File: src/sv/mexp_pkg.sv
`default_nettype none

package mexp_pkg;

  localparam int DEFAULT_WIDTH    = 32;
  localparam int DEFAULT_EXPONENT = 359;

  localparam int REG_INDEX_WIDTH = 1;
  localparam logic [REG_INDEX_WIDTH-1:0] REG_EXPONENT = 1'd0;
  localparam logic [REG_INDEX_WIDTH-1:0] REG_MODULUS  = 1'd1;

  typedef struct packed {
    logic busy;
    logic done;
  } mm_status_t;

endpackage

`default_nettype wire

File: src/sv/mexp_if.sv
`default_nettype none

interface mexp_in_if #(
  parameter int WIDTH = mexp_pkg::DEFAULT_WIDTH
);
  logic             valid;
  logic             ready;
  logic [WIDTH-1:0] base;

  modport source (output valid, output base, input ready);
  modport sink (input valid, input base, output ready);
endinterface

interface mexp_out_if #(
  parameter int WIDTH = mexp_pkg::DEFAULT_WIDTH
);
  logic             valid;
  logic             ready;
  logic [WIDTH-1:0] power_mod;

  modport source (output valid, output power_mod, input ready);
  modport sink (input valid, input power_mod, output ready);
endinterface

`default_nettype wire

File: src/sv/mexp_mulmod.sv
`default_nettype none

module mexp_mulmod #(
  parameter int WIDTH = mexp_pkg::DEFAULT_WIDTH
) (
  input  wire logic                 clk,
  input  wire logic                 rst,
  input  wire logic                 start,
  input  wire logic [WIDTH-1:0]     x,
  input  wire logic [WIDTH-1:0]     y,
  input  wire logic [WIDTH-1:0]     m,
  output logic [WIDTH-1:0]          result,
  output mexp_pkg::mm_status_t      status
);

  localparam int CW = $clog2(WIDTH);

  localparam logic [1:0] P_IDLE = 2'd0;
  localparam logic [1:0] P_DBL  = 2'd1;
  localparam logic [1:0] P_ADD  = 2'd2;

  logic [1:0]       phase;
  logic [WIDTH-1:0] acc;
  logic [WIDTH-1:0] xr;
  logic [WIDTH-1:0] yr;
  logic [WIDTH-1:0] mr;
  logic [CW-1:0]    cnt;
  logic             done;

  logic [WIDTH-1:0] addend;
  logic [WIDTH:0]   sum;
  logic [WIDTH+1:0] diff;
  logic [WIDTH-1:0] acc_next;
  logic             step;

  // (acc + addend) mod m, both operands below m
  always_comb begin
    addend   = (phase == P_ADD) ? xr : acc;
    sum      = {1'b0, acc} + {1'b0, addend};
    diff     = {1'b0, sum} - {2'b00, mr};
    acc_next = diff[WIDTH+1] ? sum[WIDTH-1:0] : diff[WIDTH-1:0];
    step     = (phase == P_ADD) || ((phase == P_DBL) && !yr[WIDTH-1]);
  end

  always_ff @(posedge clk) begin
    if (rst) begin
      phase <= P_IDLE;
      done  <= 1'b0;
    end else begin
      done <= 1'b0;
      case (phase)
        P_IDLE: begin
          if (start) begin
            acc   <= '0;
            xr    <= x;
            yr    <= y;
            mr    <= m;
            cnt   <= CW'(WIDTH - 1);
            phase <= P_DBL;
          end
        end
        P_DBL: begin
          acc <= acc_next;
          if (yr[WIDTH-1]) begin
            phase <= P_ADD;
          end
        end
        P_ADD: begin
          acc <= acc_next;
        end
        default: begin
          phase <= P_IDLE;
        end
      endcase
      if (step) begin
        if (cnt == '0) begin
          done  <= 1'b1;
          phase <= P_IDLE;
        end else begin
          cnt   <= cnt - 1'b1;
          yr    <= {yr[WIDTH-2:0], 1'b0};
          phase <= P_DBL;
        end
      end
    end
  end

  assign result      = acc;
  assign status.busy = (phase != P_IDLE);
  assign status.done = done;

endmodule

`default_nettype wire

File: src/sv/modular_exponentiation.sv
// one item at a time: square-and-multiply over all WIDTH exponent bits, left to right
// every modular multiply runs through one bit-serial unit, doubling for each bit of y and adding x for each set bit
// zero modulus skips the multiplier and gives a zero result
// next item accepted once the result is registered
// synchronous active-high reset: exponent 359, modulus 0, no result pending
`default_nettype none

module modular_exponentiation #(
  parameter int WIDTH = mexp_pkg::DEFAULT_WIDTH
) (
  input  wire logic                                 clk,
  input  wire logic                                 rst,
  mexp_in_if.sink                                   item_in,
  mexp_out_if.source                                item_out,
  input  wire logic                                 write_enable,
  input  wire logic [mexp_pkg::REG_INDEX_WIDTH-1:0] write_index,
  input  wire logic [WIDTH-1:0]                     write_data
);

  localparam int CW = $clog2(WIDTH);

  localparam logic [2:0] S_IDLE = 3'd0;
  localparam logic [2:0] S_RED  = 3'd1;
  localparam logic [2:0] S_SQR  = 3'd2;
  localparam logic [2:0] S_MUL  = 3'd3;
  localparam logic [2:0] S_DONE = 3'd4;

  logic [2:0]       state;
  logic [WIDTH-1:0] exponent;
  logic [WIDTH-1:0] modulus;
  logic [WIDTH-1:0] a_r;
  logic [WIDTH-1:0] exp_sr;
  logic [CW-1:0]    bit_cnt;
  logic [WIDTH-1:0] res;
  logic             mm_start;
  logic [WIDTH-1:0] mm_x;
  logic [WIDTH-1:0] mm_y;
  logic [WIDTH-1:0] mm_result;
  logic             out_valid;
  logic [WIDTH-1:0] out_data;
  logic             step;

  mexp_pkg::mm_status_t mm_stat;

  mexp_mulmod #(
    .WIDTH(WIDTH)
  ) u_mexp_mulmod (
    .clk    (clk),
    .rst    (rst),
    .start  (mm_start),
    .x      (mm_x),
    .y      (mm_y),
    .m      (modulus),
    .result (mm_result),
    .status (mm_stat)
  );

  assign item_in.ready     = (state == S_IDLE) && !mm_stat.busy;
  assign item_out.valid    = out_valid;
  assign item_out.power_mod = out_data;

  // one exponent bit finished
  assign step = mm_stat.done &&
                (((state == S_SQR) && !exp_sr[WIDTH-1]) || (state == S_MUL));

  always_ff @(posedge clk) begin
    if (rst) begin
      state     <= S_IDLE;
      mm_start  <= 1'b0;
      out_valid <= 1'b0;
      exponent  <= WIDTH'(mexp_pkg::DEFAULT_EXPONENT);
      modulus   <= '0;
    end else begin
      mm_start <= 1'b0;
      if (write_enable) begin
        case (write_index)
          mexp_pkg::REG_EXPONENT: exponent <= write_data;
          mexp_pkg::REG_MODULUS:  modulus  <= write_data;
          default: ;
        endcase
      end
      if (out_valid && item_out.ready) begin
        out_valid <= 1'b0;
      end
      case (state)
        S_IDLE: begin
          if (item_in.valid && item_in.ready) begin
            if (modulus == '0) begin
              res   <= '0;
              state <= S_DONE;
            end else begin
              // base mod m as 1 * base through the multiplier, 0 * base if m is 1
              mm_x     <= (modulus == WIDTH'(1)) ? '0 : WIDTH'(1);
              mm_y     <= item_in.base;
              mm_start <= 1'b1;
              state    <= S_RED;
            end
          end
        end
        S_RED: begin
          if (mm_stat.done) begin
            if (mm_result == '0) begin
              res   <= '0;
              state <= S_DONE;
            end else begin
              a_r      <= mm_result;
              exp_sr   <= exponent;
              bit_cnt  <= CW'(WIDTH - 1);
              mm_x     <= WIDTH'(1);
              mm_y     <= WIDTH'(1);
              mm_start <= 1'b1;
              state    <= S_SQR;
            end
          end
        end
        S_SQR: begin
          if (mm_stat.done && exp_sr[WIDTH-1]) begin
            mm_x     <= a_r;
            mm_y     <= mm_result;
            mm_start <= 1'b1;
            state    <= S_MUL;
          end
        end
        S_MUL: ;
        S_DONE: begin
          if (!out_valid || item_out.ready) begin
            out_valid <= 1'b1;
            out_data  <= res;
            state     <= S_IDLE;
          end
        end
        default: begin
          state <= S_IDLE;
        end
      endcase
      if (step) begin
        if (bit_cnt == '0) begin
          res   <= mm_result;
          state <= S_DONE;
        end else begin
          bit_cnt  <= bit_cnt - CW'(1);
          exp_sr   <= {exp_sr[WIDTH-2:0], 1'b0};
          mm_x     <= mm_result;
          mm_y     <= mm_result;
          mm_start <= 1'b1;
          state    <= S_SQR;
        end
      end
    end
  end

endmodule

`default_nettype wire

File: src/flat_wrapper.sv
// flat-port wrapper written by rule: the top's interface ports become plain ports
module modular_exponentiation_flat 
#(
  parameter int WIDTH = mexp_pkg::DEFAULT_WIDTH
)
  (clk, rst, write_enable, write_index, write_data, item_in_valid, item_in_base, item_in_ready, item_out_valid, item_out_power_mod, item_out_ready);
  mexp_in_if #(.WIDTH(WIDTH)) item_in_i ();
  mexp_out_if #(.WIDTH(WIDTH)) item_out_i ();
  input  wire logic clk;
  input  wire logic rst;
  input  wire logic write_enable;
  input  wire logic [mexp_pkg::REG_INDEX_WIDTH-1:0] write_index;
  input  wire logic [WIDTH-1:0] write_data;
  input wire logic [$bits(item_in_i.valid)-1:0] item_in_valid;
  input wire logic [$bits(item_in_i.base)-1:0] item_in_base;
  output wire logic [$bits(item_in_i.ready)-1:0] item_in_ready;
  output wire logic [$bits(item_out_i.valid)-1:0] item_out_valid;
  output wire logic [$bits(item_out_i.power_mod)-1:0] item_out_power_mod;
  input wire logic [$bits(item_out_i.ready)-1:0] item_out_ready;
  assign item_in_i.valid = item_in_valid;
  assign item_in_i.base = item_in_base;
  assign item_in_ready = item_in_i.ready;
  assign item_out_valid = item_out_i.valid;
  assign item_out_power_mod = item_out_i.power_mod;
  assign item_out_i.ready = item_out_ready;
  modular_exponentiation #(.WIDTH(WIDTH)) u_core (.clk(clk), .rst(rst), .item_in(item_in_i), .item_out(item_out_i), .write_enable(write_enable), .write_index(write_index), .write_data(write_data));
endmodule
File: config.mk
export PLATFORM = sky130hd
export DESIGN_NAME = modular_exponentiation_flat
export DESIGN_NICKNAME = d
export VERILOG_FILES = /design/src/sv/mexp_pkg.sv /design/src/sv/mexp_if.sv /design/src/sv/mexp_mulmod.sv /design/src/sv/modular_exponentiation.sv /design/src/flat_wrapper.sv
export SDC_FILE = /design/constraint.sdc
export NUM_CORES = 1
export LEC_CHECK = 0
export ABC_AREA = 1
export BUFFER_PORTS_ARGS = -buffer_cell sky130_fd_sc_hd__buf_2
export CORE_MARGIN = 2
export CORE_UTILIZATION = 38
export CTS_CLUSTER_SIZE = 16
export DETAILED_ROUTE_END_ITERATION = 10
export PLACE_DENSITY = 0.53
export SYNTH_ARGS = -nofsm -noshare
export SYNTH_HDL_FRONTEND = slang
export SYNTH_SLANG_ARGS = --single-unit
File: constraint.sdc
create_clock -name clk -period 11.4 [get_ports clk]
set_input_delay 2.85 -clock clk [delete_from_list [all_inputs] [get_ports clk]]
set_output_delay 2.85 -clock clk [all_outputs]
set_load 0.05 [all_outputs]
* After elaboration in Yosys (flattened, before gate mapping)
Cells that the tools add are included.
Storage, ports and cells: ROM bits 0, register bits 402, input port bits 70, bits in latches 0, memories 0, output and inout bits 34, memory bits (writable) 0
Cells by class: order comparisons 0, divide/modulo/power cells 0, equal/unequal tests 16, multiplexer cells 72, shift operators 0, reductions and logical operators 32, add/subtract/negate cells 4, bitwise logic cells 4, multiply operators 0
Operators with widths (count):
- 2-to-1 mux 32 bit | 32
- case mux 32 bit (3 select lines) | 2
- case mux 32 bit (2 select lines) | 2
- zero test 32 bit | 2
- 2-to-1 mux 5 bit | 9
- subtractor 33 x 32 -> 34 bit | 1
- adder 32 x 32 -> 33 bit | 1
- equality test 32 x 1 -> 1 bit (second input constant) | 1
- 2-to-1 mux 3 bit | 8
- case mux 3 bit (5 select lines) | 1
- 2-to-1 mux 1 bit | 13
- != test 3 x 2 -> 1 bit (second input constant) | 4
- AND reduction 3 bit | 4
- zero test 5 bit | 2
- subtractor 5 x 1 -> 5 bit (second input constant) | 2
- logical AND 1 bit | 7
- equality test 3 x 2 -> 1 bit (second input constant) | 2
- 2-to-1 mux 2 bit | 3
- case mux 2 bit (3 select lines) | 1
- AND reduction 5 bit | 1
- zero test 1 bit | 4
- != test 2 x 1 -> 1 bit (second input constant) | 2
- inverter 1 bit | 4
- AND reduction 2 bit | 2
- other kinds (14) | 18

* Longest topological paths before layout
word-level depth 8, depth in mapped cells 33, depth with buffers taken out 30

* By module
Synthesis repeated with hierarchy kept, for this count alone.
Second synthesis, totals: cell total of the unflattened synthesis 3115, area total of the unflattened synthesis 23786.6 um^2
By module, submodules not included:
- modular_exponentiation | sequential area each 7297.0 um^2, area an instance 12707.2 um^2, cells an instance 1525, instances 1
- mexp_mulmod | sequential area each 4053.9 um^2, area an instance 11079.4 um^2, cells an instance 1590, instances 1

* Worst setup path after synthesis
Ideal clock, no wire load.
path type input to register, start in rst, end reg u_core.out_data[0], in the netlist u_core.item_out.power_mod[0] (enable), stages 5, library setup time 421 ps, data arrival time 9662 ps, setup slack 1317 ps, path through clkbuf_1 > inv_1 > clkbuf_1 > nand2_1 > nor2_1
Between the ends: longest elaborated chain between the ends 2
Ends and longest elaborated chain:
- from (decl) | RTL line flat_wrapper.sv:10 | input wire logic rst;
- inverter 1 bit (no line)
- AND reduction 3 bit (no line)
- to (signal assigned) | RTL line modular_exponentiation.sv:128 | out_data <= res;
- to (decl) | RTL line modular_exponentiation.sv:40 | logic [WIDTH-1:0] out_data;
No other way between the ends. A chain may end at the register's enable or synchronous reset.

* Worst setup path after layout
start reg u_core.u_mexp_mulmod.phase[0], end reg u_core.u_mexp_mulmod.acc[7], in the netlist u_core.u_mexp_mulmod.result[7], data pin
Between the ends: longest elaborated chain between the ends 6, elaborated cells between the ends (all ways) 9, classes of those cells 2 x add/sub; 2 x eq/ne; 3 x mux; 2 x reduce/logical
Ends and longest elaborated chain:
- from (decl) | RTL line mexp_mulmod.sv:22 | logic [1:0] phase;
- from (signal assigned) | RTL line mexp_mulmod.sv:47 | phase <= P_IDLE;
- from (signal assigned) | RTL line mexp_mulmod.sv:59 | phase <= P_DBL;
- from (signal assigned) | RTL line mexp_mulmod.sv:65 | phase <= P_ADD;
- equality test 2 bit | RTL line mexp_mulmod.sv:38, mexp_mulmod.sv:51
- 2-to-1 mux 32 bit | RTL line mexp_mulmod.sv:38 | addend = (phase == P_ADD) ? xr : acc;
- adder 32 x 32 -> 33 bit | RTL line mexp_mulmod.sv:39 | sum = {1'b0, acc} + {1'b0, addend};
- subtractor 33 x 32 -> 34 bit | RTL line mexp_mulmod.sv:40 | diff = {1'b0, sum} - {2'b00, mr};
- 2-to-1 mux 32 bit | RTL line mexp_mulmod.sv:41 | acc_next = diff[WIDTH+1] ? sum[WIDTH-1:0] : diff[WIDTH-1:0];
- case mux 32 bit (2 select lines) (*) | RTL line mexp_mulmod.sv:51 | case (phase)
- to (signal assigned) | RTL line mexp_mulmod.sv:63 | acc <= acc_next;
- to (signal assigned) | RTL line mexp_mulmod.sv:69 | acc <= acc_next;
- to (decl) | RTL line mexp_mulmod.sv:23 | logic [WIDTH-1:0] acc;
Every way passes the cells marked *; elsewhere a longest branch is shown, timed or not.

==> metrics.md <==
| Metric | Value |
|---|---|
| Status | finished clean |
| Final HPWL DP | 49,600 um |
| Die Area | 62,600 sq um |
| # clock sinks | around 400 |
| CTS buffer count | 47 |
| CP Launch Type | flip-flop |
| Post-route ant nets | 0 |
| Class of the worst hold path | reg2reg |
| Final Hold Fails | 0 |
| Worst skew pair latency | around 0.60 ns |
| Setup repair after global routing missed its margin | false |
| Kind of cell adding the most delay to the critical path | simple AND/OR/NAND/NOR gates |
| Slowest stage delay, CP | 0.92 ns |
| Worst setup margin | 5.35 ns |
| Worst-path clk slew | 0.06 ns |
| Most frequent cells in the layout | 955 x nand2_1, 409 x inv_1, 330 x edfxtp_1 |
| CP Data Arrival Time | 6.38 ns |
| NumNets Final | 3,162 |
| Area leader, netlist | edfxtp_1 |
| CP dominant cell by count | nand2_1 |
| Post-Synthesis Cells | 2,962 |
| Fin crit share | 0.531 |
| Global route overflow | 0 |
| Gr usage total | 0.214 |
| DR vias/cell | a little over 5 |
| Area grow syn2layout | 11.9% |
| Layout cells sized above 1 | 0.0740 |
| Clock tree buffer depth | 3 |
| # fillers | 6,098 |
| CP Data Required Time | 11.73 ns |
| DRT Wirelength | 68,000 um |
| 1st-iter DRT viols | 1,534 |
| CTS tree | built |
| First-pass GRT wire length | 106,000 um |
| Max stage delay cell, worst path | nand3_2 |
| Fin Clk Skew | 0.0259 ns |
| Max frequency | 165 MHz |
| Initial antenna violation count | 0 |
| Vias in the first global route | 18,700 |
| WP buf/inv | 5 |
| Worst rel slew slack | 0.193 |
| Pre-CTS setup slack | roughly 5.4 ns |
| CP endpoint kind | flip-flop |
| Yosys reg bits | 402 |
| Slew Viols, Final | 0 |
| Root Buffer | clkbuf_16 |
| Tmin final | 6.05 ns |
| H-tree levels | 2 |
| Mapped cell area | about 23,000 sq um |
| Yosys cell types | 40 |
| Post-cts resize count | 0 |
| Die Wd | roughly 250 um |
| Largest net degree at the start of global routing | 102 |
| Final setup TNS | 0 ns |
| Fin util | 0.429 |
| Yosys top cell area share | 0.430 |
| Worst-margin pin slew | 1.21 ns |
| # diodes | 0 |
| Sequential-to-total area share from yosys stat | 0.493 |
| Post-Syn Nets | about 3,100 |
| Vias post-DR | 19,500 |
| Die H | 250 um |
| Endpoints failing setup | 0 |
| WL/cell | 17.7 um |
| Syn avg cell area | 7.77 sq um |
| Port Buffer Count | 103 |
| Gpl congestion | 0.907 |
| Synth warn | 0 |
| FP Rows | 90 |
| DRC errors left | 0 |
| Top post-synthesis cells by area | edfxtp_1 43%, nand2_1 16%, inv_1 6.7% |
| Core ar. | about 60,000 sq um |
| Hold Buf Count CTS | 0 |
| Number of post-CTS setup repair buffers | 0 |
| Starting Density | 0.383 |
| CP Class | reg2reg |
| First drt pass iteration count | 6 |
| MaxCap Viol Count | 0 |
| Most common cell after layout, fill and taps aside | nand2_1 |
| # IOs | 104 |
| Worst Path Max Fanout | 65 |
[synth_stat cells]
master / count
clkinv_1: 1
nand3_1: 165
fa_1: 2
or2_1: 2
ha_1: 72
nor3_2: 2
a21boi_0: 1
nor3_1: 16
xor2_1: 29
nand3_2: 1
edfxtp_1: 330
a21oi_1: 184
a32oi_1: 1
or2_0: 1
nor2_2: 2
nor2_4: 2
nand2_2: 1
dfxtp_1: 72
o21ai_1: 27
nand2_1: 957
o21a_1: 1
a31oi_1: 1
inv_1: 410
or2_2: 1
o221ai_1: 2
o211ai_1: 50
xnor2_1: 2
nor4_2: 1
o21ai_0: 183
buf_2: 34
o21bai_1: 4
nor2_1: 234
o22ai_1: 1
clkbuf_1: 71
and2_1: 3
buf_4: 2
nand4_1: 61
inv_2: 13
nand3b_1: 8
buf_1: 12
[area by class of cell]
| type | instances | area, sq um | share of cell area |
|---|---|---|---|
| clock buffer | 63 | 1260 | 0.0488 |
| clock inverter | 24 | 265 | 0.0103 |
| inverter | 424 | 1600 | 0.0621 |
| multi-input combinational | 2017 | 9630 | 0.374 |
| sequential | 402 | 11400 | 0.441 |
| tap | 782 | 978 | 0.0380 |
| timing repair buffer | 126 | 688 | 0.0267 |
[kinds of logic after synthesis]
family / count (synthesis) / share of synthesized area
and+or+nand+nor: 1457 / 0.258
buffers and inverters: 543 / 0.0907
AOI/OAI and AO/OA: 455 / 0.106
DFF: 402 / 0.493
adders and majority gates: 74 / 0.0409
xor gates and xnor gates: 31 / 0.0118
[routing by layer]
metal	track usage	wire length (um)
met2	0.359	32300
met1	0.298	31200
met4	0.0477	1210
met5	0	0
met3	0.0248	3230
[metrics by stage]
stage	hold slack, ns	cells	instance area, sq um
floorplan	0.408	2962	23000
global placement	0.412	3751	24200
detailed placement	0.414	3751	24200
CTS	0.428	3838	25800
global route	0.432	3838	25800
finish	0.428	3838	25800
[sequential cells by signal, summed over array words and instances (netlist names)]
register	count
u_core.modulus	32
u_core.mm_y	32
u_core.u_mexp_mulmod.xr	32
u_core.item_out.power_mod	32
u_core.u_mexp_mulmod.yr	32
u_core.u_mexp_mulmod.result	32
u_core.mm_start	1
u_core.a_r	32
u_core.exp_sr	32
u_core.u_mexp_mulmod.done	1
u_core.u_mexp_mulmod.mr	32
u_core.mm_x	32
u_core.state	3
u_core.u_mexp_mulmod.phase	2
u_core.exponent	32
u_core.item_out.valid	1
u_core.bit_cnt	5
u_core.res	32
u_core.u_mexp_mulmod.cnt	5
[final timing paths]
kind                            cells past startpoint                             end  slack, ns                           from
worst min-delay path                                0     u_core.u_mexp_mulmod.mr[28]       0.43             u_core.modulus[28]
worst max register to register                     25  u_core.u_mexp_mulmod.result[7]       5.35  u_core.u_mexp_mulmod.phase[0]
worst min register to register                      0     u_core.u_mexp_mulmod.mr[28]       0.43             u_core.modulus[28]
worst max-delay path                               25  u_core.u_mexp_mulmod.result[7]       5.35  u_core.u_mexp_mulmod.phase[0]
[worst reg2reg max path, delay by kind of cell, from the launching register on]
kind,cells,cell delay (ns)
AO/OA/AOI/OAI,2,0.63
XOR/XNOR,1,0.32
adder cells (fa/ha/maj),4,1.21
buffers and inverters,5,0.93
flip-flops,1,0.35
AND/OR/NAND/NOR,13,2.35
Power is not shown: default switching activity piles up to over one toggle a cycle in this logic, so the estimate is an artifact.
